<file path="config.mk">
export PLATFORM = sky130hd
export DESIGN_NAME = multi_alarm_timer_table_top_flat
export DESIGN_NICKNAME = d
export VERILOG_FILES = /design/src/design/matt_pkg.sv /design/src/design/matt_if.sv /design/src/design/matt_slot_ram.sv /design/src/design/multi_alarm_timer_table_top.sv /design/src/flat_wrapper.sv
export VERILOG_INCLUDE_DIRS = /design/src /design/src/design
export SDC_FILE = /design/constraint.sdc
export NUM_CORES = 2
export LEC_CHECK = 0
export BUFFER_PORTS_ARGS = -buffer_cell sky130_fd_sc_hd__buf_4
export CORE_ASPECT_RATIO = 0.75
export CORE_MARGIN = 4
export CORE_UTILIZATION = 45
export DETAILED_ROUTE_END_ITERATION = 16
export PLACE_DENSITY = 0.71
export SLEW_MARGIN = 20
export SYNTH_ARGS = -nofsm -noshare
export SYNTH_HDL_FRONTEND = slang
export SYNTH_SLANG_ARGS = --single-unit
</file>
<file path="constraint.sdc">
create_clock -name clk -period 6.1 [get_ports clk]
set_input_delay 1.22 -clock clk [delete_from_list [all_inputs] [get_ports clk]]
set_output_delay 1.22 -clock clk [all_outputs]
set_load 0.005 [all_outputs]
</file>
<file path="src/design/multi_alarm_timer_table_top_assert.svh">
// Assertion macros shared by the multi-alarm timer table RTL.
`ifndef MULTI_ALARM_TIMER_TABLE_TOP_ASSERT_SVH
`define MULTI_ALARM_TIMER_TABLE_TOP_ASSERT_SVH
`ifndef SYNTHESIS
`define MATT_ASSERT_NOW(label, clk, rst_n, ante, cons) \
	label: assert property (@(posedge clk) disable iff (!rst_n) (ante) |-> (cons)) \
		else $error("multi_alarm_timer_table: assertion failed");
`define MATT_ASSERT_NEXT(label, clk, rst_n, ante, cons) \
	label: assert property (@(posedge clk) disable iff (!rst_n) (ante) |=> (cons)) \
		else $error("multi_alarm_timer_table: assertion failed");
`else
`define MATT_ASSERT_NOW(label, clk, rst_n, ante, cons)
`define MATT_ASSERT_NEXT(label, clk, rst_n, ante, cons)
`endif
`endif

</file>
<file path="src/design/matt_pkg.sv">
// Shared constants and types of the multi-alarm timer table.
package matt_pkg;

	localparam int DEFAULT_ALARM_SLOTS = 16;

	localparam int ACTION_W = 2;
	localparam int ID_W     = 4;
	localparam int DELAY_W  = 31;
	localparam int TIME_W   = 32;

	localparam logic [ACTION_W-1:0] ACT_SET    = 2'd0;
	localparam logic [ACTION_W-1:0] ACT_CANCEL = 2'd1;
	localparam logic [ACTION_W-1:0] ACT_TICK   = 2'd2;

	// One slot record as it sits in the slot memory.
	typedef struct packed {
		logic [TIME_W-1:0] expiry;
		logic [TIME_W-1:0] stamp;
	} slot_entry_t;

endpackage

</file>
<file path="src/design/matt_if.sv">
// Channel interfaces of the multi-alarm timer table: command in, fired alarm out.
interface matt_cmd_if;
	logic                          valid;
	logic                          ready;
	logic [matt_pkg::ACTION_W-1:0] action;
	logic [matt_pkg::ID_W-1:0]     alarm_id;
	logic [matt_pkg::DELAY_W-1:0]  delay_ms;

	modport source (output valid, output action, output alarm_id, output delay_ms, input ready);
	modport sink (input valid, input action, input alarm_id, input delay_ms, output ready);
endinterface

interface matt_fire_if;
	logic                      valid;
	logic                      ready;
	logic [matt_pkg::ID_W-1:0] fired_alarm;
	logic                      last_of_run;

	modport source (output valid, output fired_alarm, output last_of_run, input ready);
	modport sink (input valid, input fired_alarm, input last_of_run, output ready);
endinterface

</file>
<file path="src/design/matt_slot_ram.sv">
// Slot memory: one write port, one read port with registered read data.
module matt_slot_ram #(
	parameter int DEPTH  = matt_pkg::DEFAULT_ALARM_SLOTS,
	parameter int ADDR_W = 4
) (
	input  logic                  clk,
	input  logic                  wr_en,
	input  logic [ADDR_W-1:0]     wr_addr,
	input  matt_pkg::slot_entry_t wr_data,
	input  logic                  rd_en,
	input  logic [ADDR_W-1:0]     rd_addr,
	output matt_pkg::slot_entry_t rd_data
);

	matt_pkg::slot_entry_t mem [DEPTH];

	always_ff @(posedge clk) begin
		if (wr_en) begin
			mem[wr_addr] <= wr_data;
		end
	end

	always_ff @(posedge clk) begin
		if (rd_en) begin
			rd_data <= mem[rd_addr];
		end
	end

endmodule

</file>
<file path="src/design/multi_alarm_timer_table_top.sv">
// Multi-alarm timer table: slot memory, millisecond clock and the expiry scan.
//
//   channel  dir  payload                       results per transaction
//   cmd      in   action, alarm_id, delay_ms    none for set and cancel
//   fire     out  fired_alarm, last_of_run      0 .. ALARM_SLOTS per tick
//
// Set and cancel act as the command is taken. A tick runs one pass per fired alarm
// and a last pass that finds none: each pass reads every slot from the memory, one per cycle,
// through a two-stage compare and picks the earliest due armed slot.
// A stalled fire channel holds the scan between passes.
// After reset the clock and stamp counter are zero and all slots are disarmed;
// there is no clearing pass, since a slot entry counts only while it is armed.
`include "multi_alarm_timer_table_top_assert.svh"

module multi_alarm_timer_table_top #(
	parameter int ALARM_SLOTS = matt_pkg::DEFAULT_ALARM_SLOTS
) (
	input logic        clk,
	input logic        arst_n,
	matt_cmd_if.sink   cmd,
	matt_fire_if.source fire
);

	localparam int IDX_W = (ALARM_SLOTS > 1) ? $clog2(ALARM_SLOTS) : 1;
	localparam logic [IDX_W-1:0] LAST_IDX = IDX_W'(ALARM_SLOTS - 1);
	localparam logic [7:0] SLOTS_B = 8'(ALARM_SLOTS);
	localparam int TW = matt_pkg::TIME_W;

	typedef enum logic [2:0] {
		ST_IDLE   = 3'b001,
		ST_SCAN   = 3'b010,
		ST_DECIDE = 3'b100
	} state_t;

	state_t                 state_q;
	logic [TW-1:0]          now_q;
	logic [TW-1:0]          stamp_q;
	logic [ALARM_SLOTS-1:0] armed_q;

	logic [IDX_W-1:0] scan_idx_q;
	logic             scan_issue_q;

	logic             v_s1;
	logic             last_s1;
	logic [IDX_W-1:0] idx_s1;
	matt_pkg::slot_entry_t entry_s1;

	logic             v_s2;
	logic             last_s2;
	logic             cand_s2;
	logic [IDX_W-1:0] idx_s2;
	logic [TW-1:0]    diff_s2;
	logic [TW-1:0]    age_s2;

	logic             best_v_q;
	logic [IDX_W-1:0] best_idx_q;
	logic [TW-1:0]    best_diff_q;
	logic [TW-1:0]    best_age_q;

	logic             pend_v_q;
	logic [IDX_W-1:0] pend_idx_q;

	logic                      out_v_q;
	logic [matt_pkg::ID_W-1:0] out_id_q;
	logic                      out_last_q;

	logic                  cmd_acc;
	logic                  id_ok;
	logic [IDX_W-1:0]      cmd_idx;
	logic                  set_wr;
	matt_pkg::slot_entry_t wr_entry;
	logic [TW-1:0]         diff_c;
	logic                  due_c;
	logic                  better;
	logic                  out_free;
	logic                  advance;
	logic                  decide_go;

	assign cmd.ready = (state_q == ST_IDLE);
	assign cmd_acc   = cmd.valid && cmd.ready;
	assign id_ok     = 8'(cmd.alarm_id) < SLOTS_B;
	assign cmd_idx   = IDX_W'(cmd.alarm_id);
	assign set_wr    = cmd_acc && (cmd.action == matt_pkg::ACT_SET) && id_ok;

	assign wr_entry.expiry = now_q + TW'(cmd.delay_ms);
	assign wr_entry.stamp  = stamp_q + TW'(1);

	// The scan only runs outside the idle state, so a set never writes the entry
	// that is being read in the same cycle.
	matt_slot_ram #(
		.DEPTH  (ALARM_SLOTS),
		.ADDR_W (IDX_W)
	) u_slot_ram (
		.clk     (clk),
		.wr_en   (set_wr),
		.wr_addr (cmd_idx),
		.wr_data (wr_entry),
		.rd_en   (scan_issue_q),
		.rd_addr (scan_idx_q),
		.rd_data (entry_s1)
	);

	// A slot is due when its expiry minus the clock is zero or negative.
	assign diff_c = entry_s1.expiry - now_q;
	assign due_c  = (diff_c == '0) || diff_c[TW-1];

	// Earlier expiry wins; on equal expiry the older stamp wins; remaining ties
	// keep the lower slot, which the ascending scan already holds.
	assign better = cand_s2 && (!best_v_q
		|| ($signed(diff_s2) < $signed(best_diff_q))
		|| ((diff_s2 == best_diff_q) && (age_s2 > best_age_q)));

	assign out_free  = !out_v_q || fire.ready;
	assign advance   = !pend_v_q || out_free;
	assign decide_go = (state_q == ST_DECIDE) && advance;

	always_ff @(posedge clk or negedge arst_n) begin
		if (!arst_n) begin
			state_q      <= ST_IDLE;
			now_q        <= '0;
			stamp_q      <= '0;
			armed_q      <= '0;
			scan_idx_q   <= '0;
			scan_issue_q <= 1'b0;
			v_s1         <= 1'b0;
			v_s2         <= 1'b0;
			cand_s2      <= 1'b0;
			best_v_q     <= 1'b0;
			pend_v_q     <= 1'b0;
			out_v_q      <= 1'b0;
		end else begin
			v_s1    <= scan_issue_q;
			v_s2    <= v_s1;
			cand_s2 <= v_s1 && armed_q[idx_s1] && due_c;

			// The previous pick goes out once the next pass tells whether it was the last.
			out_v_q <= (decide_go && pend_v_q) || (out_v_q && !fire.ready);

			unique case (state_q)
				ST_IDLE: begin
					if (cmd_acc) begin
						case (cmd.action)
							matt_pkg::ACT_SET: begin
								if (id_ok) begin
									stamp_q          <= stamp_q + TW'(1);
									armed_q[cmd_idx] <= 1'b1;
								end
							end
							matt_pkg::ACT_CANCEL: begin
								if (id_ok) begin
									armed_q[cmd_idx] <= 1'b0;
								end
							end
							matt_pkg::ACT_TICK: begin
								now_q        <= now_q + TW'(1);
								scan_idx_q   <= '0;
								scan_issue_q <= 1'b1;
								best_v_q     <= 1'b0;
								state_q      <= ST_SCAN;
							end
							default: begin
							end
						endcase
					end
				end
				ST_SCAN: begin
					if (scan_issue_q) begin
						scan_idx_q <= scan_idx_q + IDX_W'(1);
						if (scan_idx_q == LAST_IDX) begin
							scan_issue_q <= 1'b0;
						end
					end
					if (better) begin
						best_v_q <= 1'b1;
					end
					if (v_s2 && last_s2) begin
						state_q <= ST_DECIDE;
					end
				end
				ST_DECIDE: begin
					if (advance) begin
						if (best_v_q) begin
							armed_q[best_idx_q] <= 1'b0;
							pend_v_q            <= 1'b1;
							scan_idx_q          <= '0;
							scan_issue_q        <= 1'b1;
							best_v_q            <= 1'b0;
							state_q             <= ST_SCAN;
						end else begin
							pend_v_q <= 1'b0;
							state_q  <= ST_IDLE;
						end
					end
				end
				default: begin
					state_q <= ST_IDLE;
				end
			endcase
		end
	end

	always_ff @(posedge clk) begin
		idx_s1  <= scan_idx_q;
		last_s1 <= scan_issue_q && (scan_idx_q == LAST_IDX);
		idx_s2  <= idx_s1;
		last_s2 <= last_s1;
		diff_s2 <= diff_c;
		age_s2  <= stamp_q - entry_s1.stamp;

		if ((state_q == ST_SCAN) && better) begin
			best_idx_q  <= idx_s2;
			best_diff_q <= diff_s2;
			best_age_q  <= age_s2;
		end

		if (decide_go) begin
			if (pend_v_q) begin
				out_id_q   <= matt_pkg::ID_W'(pend_idx_q);
				out_last_q <= !best_v_q;
			end
			if (best_v_q) begin
				pend_idx_q <= best_idx_q;
			end
		end
	end

	assign fire.valid       = out_v_q;
	assign fire.fired_alarm = out_id_q;
	assign fire.last_of_run = out_last_q;

	`MATT_ASSERT_NEXT(a_set_arms_slot, clk, arst_n, set_wr, armed_q[$past(cmd_idx)])
	`MATT_ASSERT_NEXT(a_pick_disarms, clk, arst_n, decide_go && best_v_q, !armed_q[$past(best_idx_q)])
	`MATT_ASSERT_NOW(a_pending_disarmed, clk, arst_n, pend_v_q, !armed_q[pend_idx_q])

endmodule

</file>
<file path="src/flat_wrapper.sv">
// flat-port wrapper written by rule: the top's interface ports become plain ports
module multi_alarm_timer_table_top_flat 
#(
	parameter int ALARM_SLOTS = matt_pkg::DEFAULT_ALARM_SLOTS
)
  (clk, arst_n, cmd_valid, cmd_action, cmd_alarm_id, cmd_delay_ms, cmd_ready, fire_valid, fire_fired_alarm, fire_last_of_run, fire_ready);
  matt_cmd_if cmd_i ();
  matt_fire_if fire_i ();
  input logic clk;
  input logic arst_n;
  input wire logic [$bits(cmd_i.valid)-1:0] cmd_valid;
  input wire logic [$bits(cmd_i.action)-1:0] cmd_action;
  input wire logic [$bits(cmd_i.alarm_id)-1:0] cmd_alarm_id;
  input wire logic [$bits(cmd_i.delay_ms)-1:0] cmd_delay_ms;
  output wire logic [$bits(cmd_i.ready)-1:0] cmd_ready;
  output wire logic [$bits(fire_i.valid)-1:0] fire_valid;
  output wire logic [$bits(fire_i.fired_alarm)-1:0] fire_fired_alarm;
  output wire logic [$bits(fire_i.last_of_run)-1:0] fire_last_of_run;
  input wire logic [$bits(fire_i.ready)-1:0] fire_ready;
  assign cmd_i.valid = cmd_valid;
  assign cmd_i.action = cmd_action;
  assign cmd_i.alarm_id = cmd_alarm_id;
  assign cmd_i.delay_ms = cmd_delay_ms;
  assign cmd_ready = cmd_i.ready;
  assign fire_valid = fire_i.valid;
  assign fire_fired_alarm = fire_i.fired_alarm;
  assign fire_last_of_run = fire_i.last_of_run;
  assign fire_i.ready = fire_ready;
  multi_alarm_timer_table_top #(.ALARM_SLOTS(ALARM_SLOTS)) u_core (.clk(clk), .arst_n(arst_n), .cmd(cmd_i), .fire(fire_i));
endmodule
</file>
==> qor.yml <==
status: "finished, final reports clean"
grt_start_max_net_pins: 90
hold_viol: 0
crit_arrival_ps: 5190
grt_overflow: 0
seq_area_frac_synth_pct: 69.3
place_congestion: 0.866
wl_per_cell_um: 24.5
place_ws_ps: 427
peakVddDrop_uv: 258
synth_nets: 3764
hp-class: "flip-flop to flip-flop"
layout_setup_ws_ps: 1350
crit_path_max_fanout: 16
rsz0062_at_grt: "false"
synth_area_um2: 56000
clk_path_buf_depth: 3
antenna_found_initial: 2
synth.area.top_cells: "edfxtp_1, mux4_2, dfrtp_1"
r2r_cells: 13
drtIter0Drc: 3718
cp-endpoint: "u_core.u_slot_ram.mem[6][62]"
ant_nets: 0
worstSetupEndpointType: "flip-flop"
final_nets: 3885
routed-via-count: 31800
synth.top_cell.area_share_pct: 62.5
fill_cells: 9883
critPathLaunch: "cmd_delay_ms[0]"
finalCritPeriodShare_pct: 77.9
rows: 111
ys.warnings.count: 0
cts_sinks: 1333
start_util_pct: 45.5
clk_latency_ps: 750
clk_pin_slew_ps: 60
syn_inst: 3560
wl_um: 133000
syn_area_per_cell_um2: 15.7
mostFrequentLayoutCell: "edfxtp_1"
slew_viol_final: 0
total_power_mw: 17.7
io_buffers: 47
cp_data_required_time_ps: 6540
period_minus_slack_ps: 4750
p_per_area_nw_per_um2: 280
via_per_inst: 5.86
cts_tree: "yes"
mostFrequentLayoutCells: "edfxtp_1, mux2i_1, nand2_1, o21ai_0, inv_1"
root_buffer: "clkbuf_16"
area_growth_pct: 12.6
grt_pass1_wl_um: 198000
core_area_um2: 123000
fmax_mhz: 210
fp.dieW_um: 415
crit_path_start_kind: "input port"
setup_viol: 0
synth_edf_count: 1165
die_y_um: 313
cts_resized: 0
grt_usage_pct: 20.1
rr_startpoint: "u_core.now_q[0]"
synth_seq_cells: 1333
drive_above_1_share_pct: 15.1
synthDistinctLibCells: 72
slew_headroom_pct: 22.8
cts_buffers: 118
worstMarginPinSlew_ps: 1150
max_cap_violations: 0
cts.htree.levels: 3
tns_ps: 0
leakage_nw: 22.8
r2r-end: "u_core.u_slot_ram.mem[6][62]"
firstDrtPassIters: 6
dp_hpwl_um: 76500
ys.flop_type: "edfxtp_1"
post-cts-setup-buffers: 0
synth_top_area_cell: "edfxtp_1"
grt_pass1_vias: 30600
fp.dieArea_um2: 130000
drc: 0
finClkSkew_ps: 51.8
max_stage_delay_ps: 600
crit_path_cell_trace: "buf_4 -> ha_1 -> inv_1 -> fa_1 -> nor2b_1 -> o21ai_0 -> a21boi_0 -> o211a_1 -> o21ai_0 -> a21oi_1 -> a221o_1 -> a211oi_1 -> a21oi_1 -> xor2_2"
async_flop_share_pct: 7.05
hold_buffers: 0
criticalPathCategory: "input port to flip-flop"
crit_path_top_delay_cell: "xor2_2"
r2r_setup_slack_ps: 1510
io_pins: 48
## power by group
part / internal (mW) / switching [mW]
sequential: 9.87 / 0.00185
clock: 4.24 / 3.34
combinational: 0.0617 / 0.159
## registers in the layout, indices dropped and copies added (netlist names), 3 cells and up, named ones only
signal / cells
u_core.u_slot_ram.mem: 1024
u_core.state_q: 3
u_core.fire.fired_alarm: 4
u_core.stamp_q: 32
u_core.pend_idx_q: 4
u_core.now_q: 32
u_core.scan_idx_q: 4
u_core.age_s2: 32
u_core.idx_s1: 4
u_core.best_idx_q: 4
u_core.u_slot_ram.rd_data: 64
u_core.idx_s2: 4
u_core.best_diff_q: 32
u_core.best_age_q: 32
u_core.diff_s2: 32
## critical path, delay by kind of cell
kind / cells / cell delay [ps]
buf+inv: 2 / 220
fa+ha+maj: 2 / 430
simple gates: 1 / 50
xor+xnor: 1 / 600
compound gates: 8 / 2660
## per-stage QoR
step           util (%)  area (um^2)  std cells  hold slack (ps)
6_report           51.3        63100       5420              328
3_3_place_gp       47.9        58900       5197              313
2_1_floorplan         -        56000       3560              310
3_5_place_dp       47.9        58900       5199              312
5_1_grt            51.3        63100       5420              336
4_1_cts            51.1        62900       5419              327
## routing by layer
| layer | routed length (um) | GRT usage [%] | part of all wire [%] |
|---|---|---|---|
| met1 | 59700 | 31.0 | 45 |
| met2 | 58600 | 29.6 | 44 |
| met3 | 12200 | 4.00 | 9.2 |
| met5 | 0 | 0 | 0 |
| met4 | 2490 | 4.52 | 1.9 |
## Yosys cell counts (all sizes together), types with 10 or more instances
master,instances
a21oi,165
inv,175
a21o,43
mux4,131
mux2,65
nor2b,26
a22oi,64
clkbuf,94
nand4,31
nor2,119
nand2,184
o21ai,180
nand2b,18
a221oi,80
edfxtp,1165
nor3,39
mux2i,195
ha,160
and3,23
xnor2,114
xor2,54
buf,31
o21a,23
dfxtp,74
a31oi,18
dfrtp,93
nand3,42
or2,10
## cell families (layout without fill, tap and decap cells)
logic type               count (synthesis)  count (layout)  synth area share [%]
XOR/XNOR                               168             168                  2.63
multiplexers                           391             391                  10.1
AND/OR/NAND/NOR                        543             543                  4.63
adder cells (fa/ha/maj)                163             163                  3.68
flip-flops                            1333            1333                  69.3
buffers and inverters                  300             521                  2.01
other                                    0               1                     0
AO/OA/AOI/OAI                          662             662                  7.64
## layout make-up
cell class | instances | area [um^2] | area share (%)
sequential | 1333 | 38800 | 61.6
multi-input combinational | 1927 | 16400 | 26.0
clock buffer | 154 | 3180 | 5.04
tap | 1638 | 2050 | 3.25
timing repair buffer | 126 | 1210 | 1.92
clock inverter | 66 | 749 | 1.19
inverter | 175 | 657 | 1.04
antenna | 1 | 2.50 | 0.00397
## worst min path at each step
stage,from,end,slack (ps),depth (start not counted)
CTS,u_core.last_s1,u_core.last_s2,330,0
global placement,u_core.last_s1,u_core.last_s2,310,0
detailed placement,u_core.last_s1,u_core.last_s2,310,0
finish,u_core.last_s1,u_core.last_s2,330,0
global route,u_core.last_s1,u_core.last_s2,340,0
floorplan,u_core.last_s1,u_core.last_s2,310,0
No activity file was read; power rests on OpenSTA's default activity.
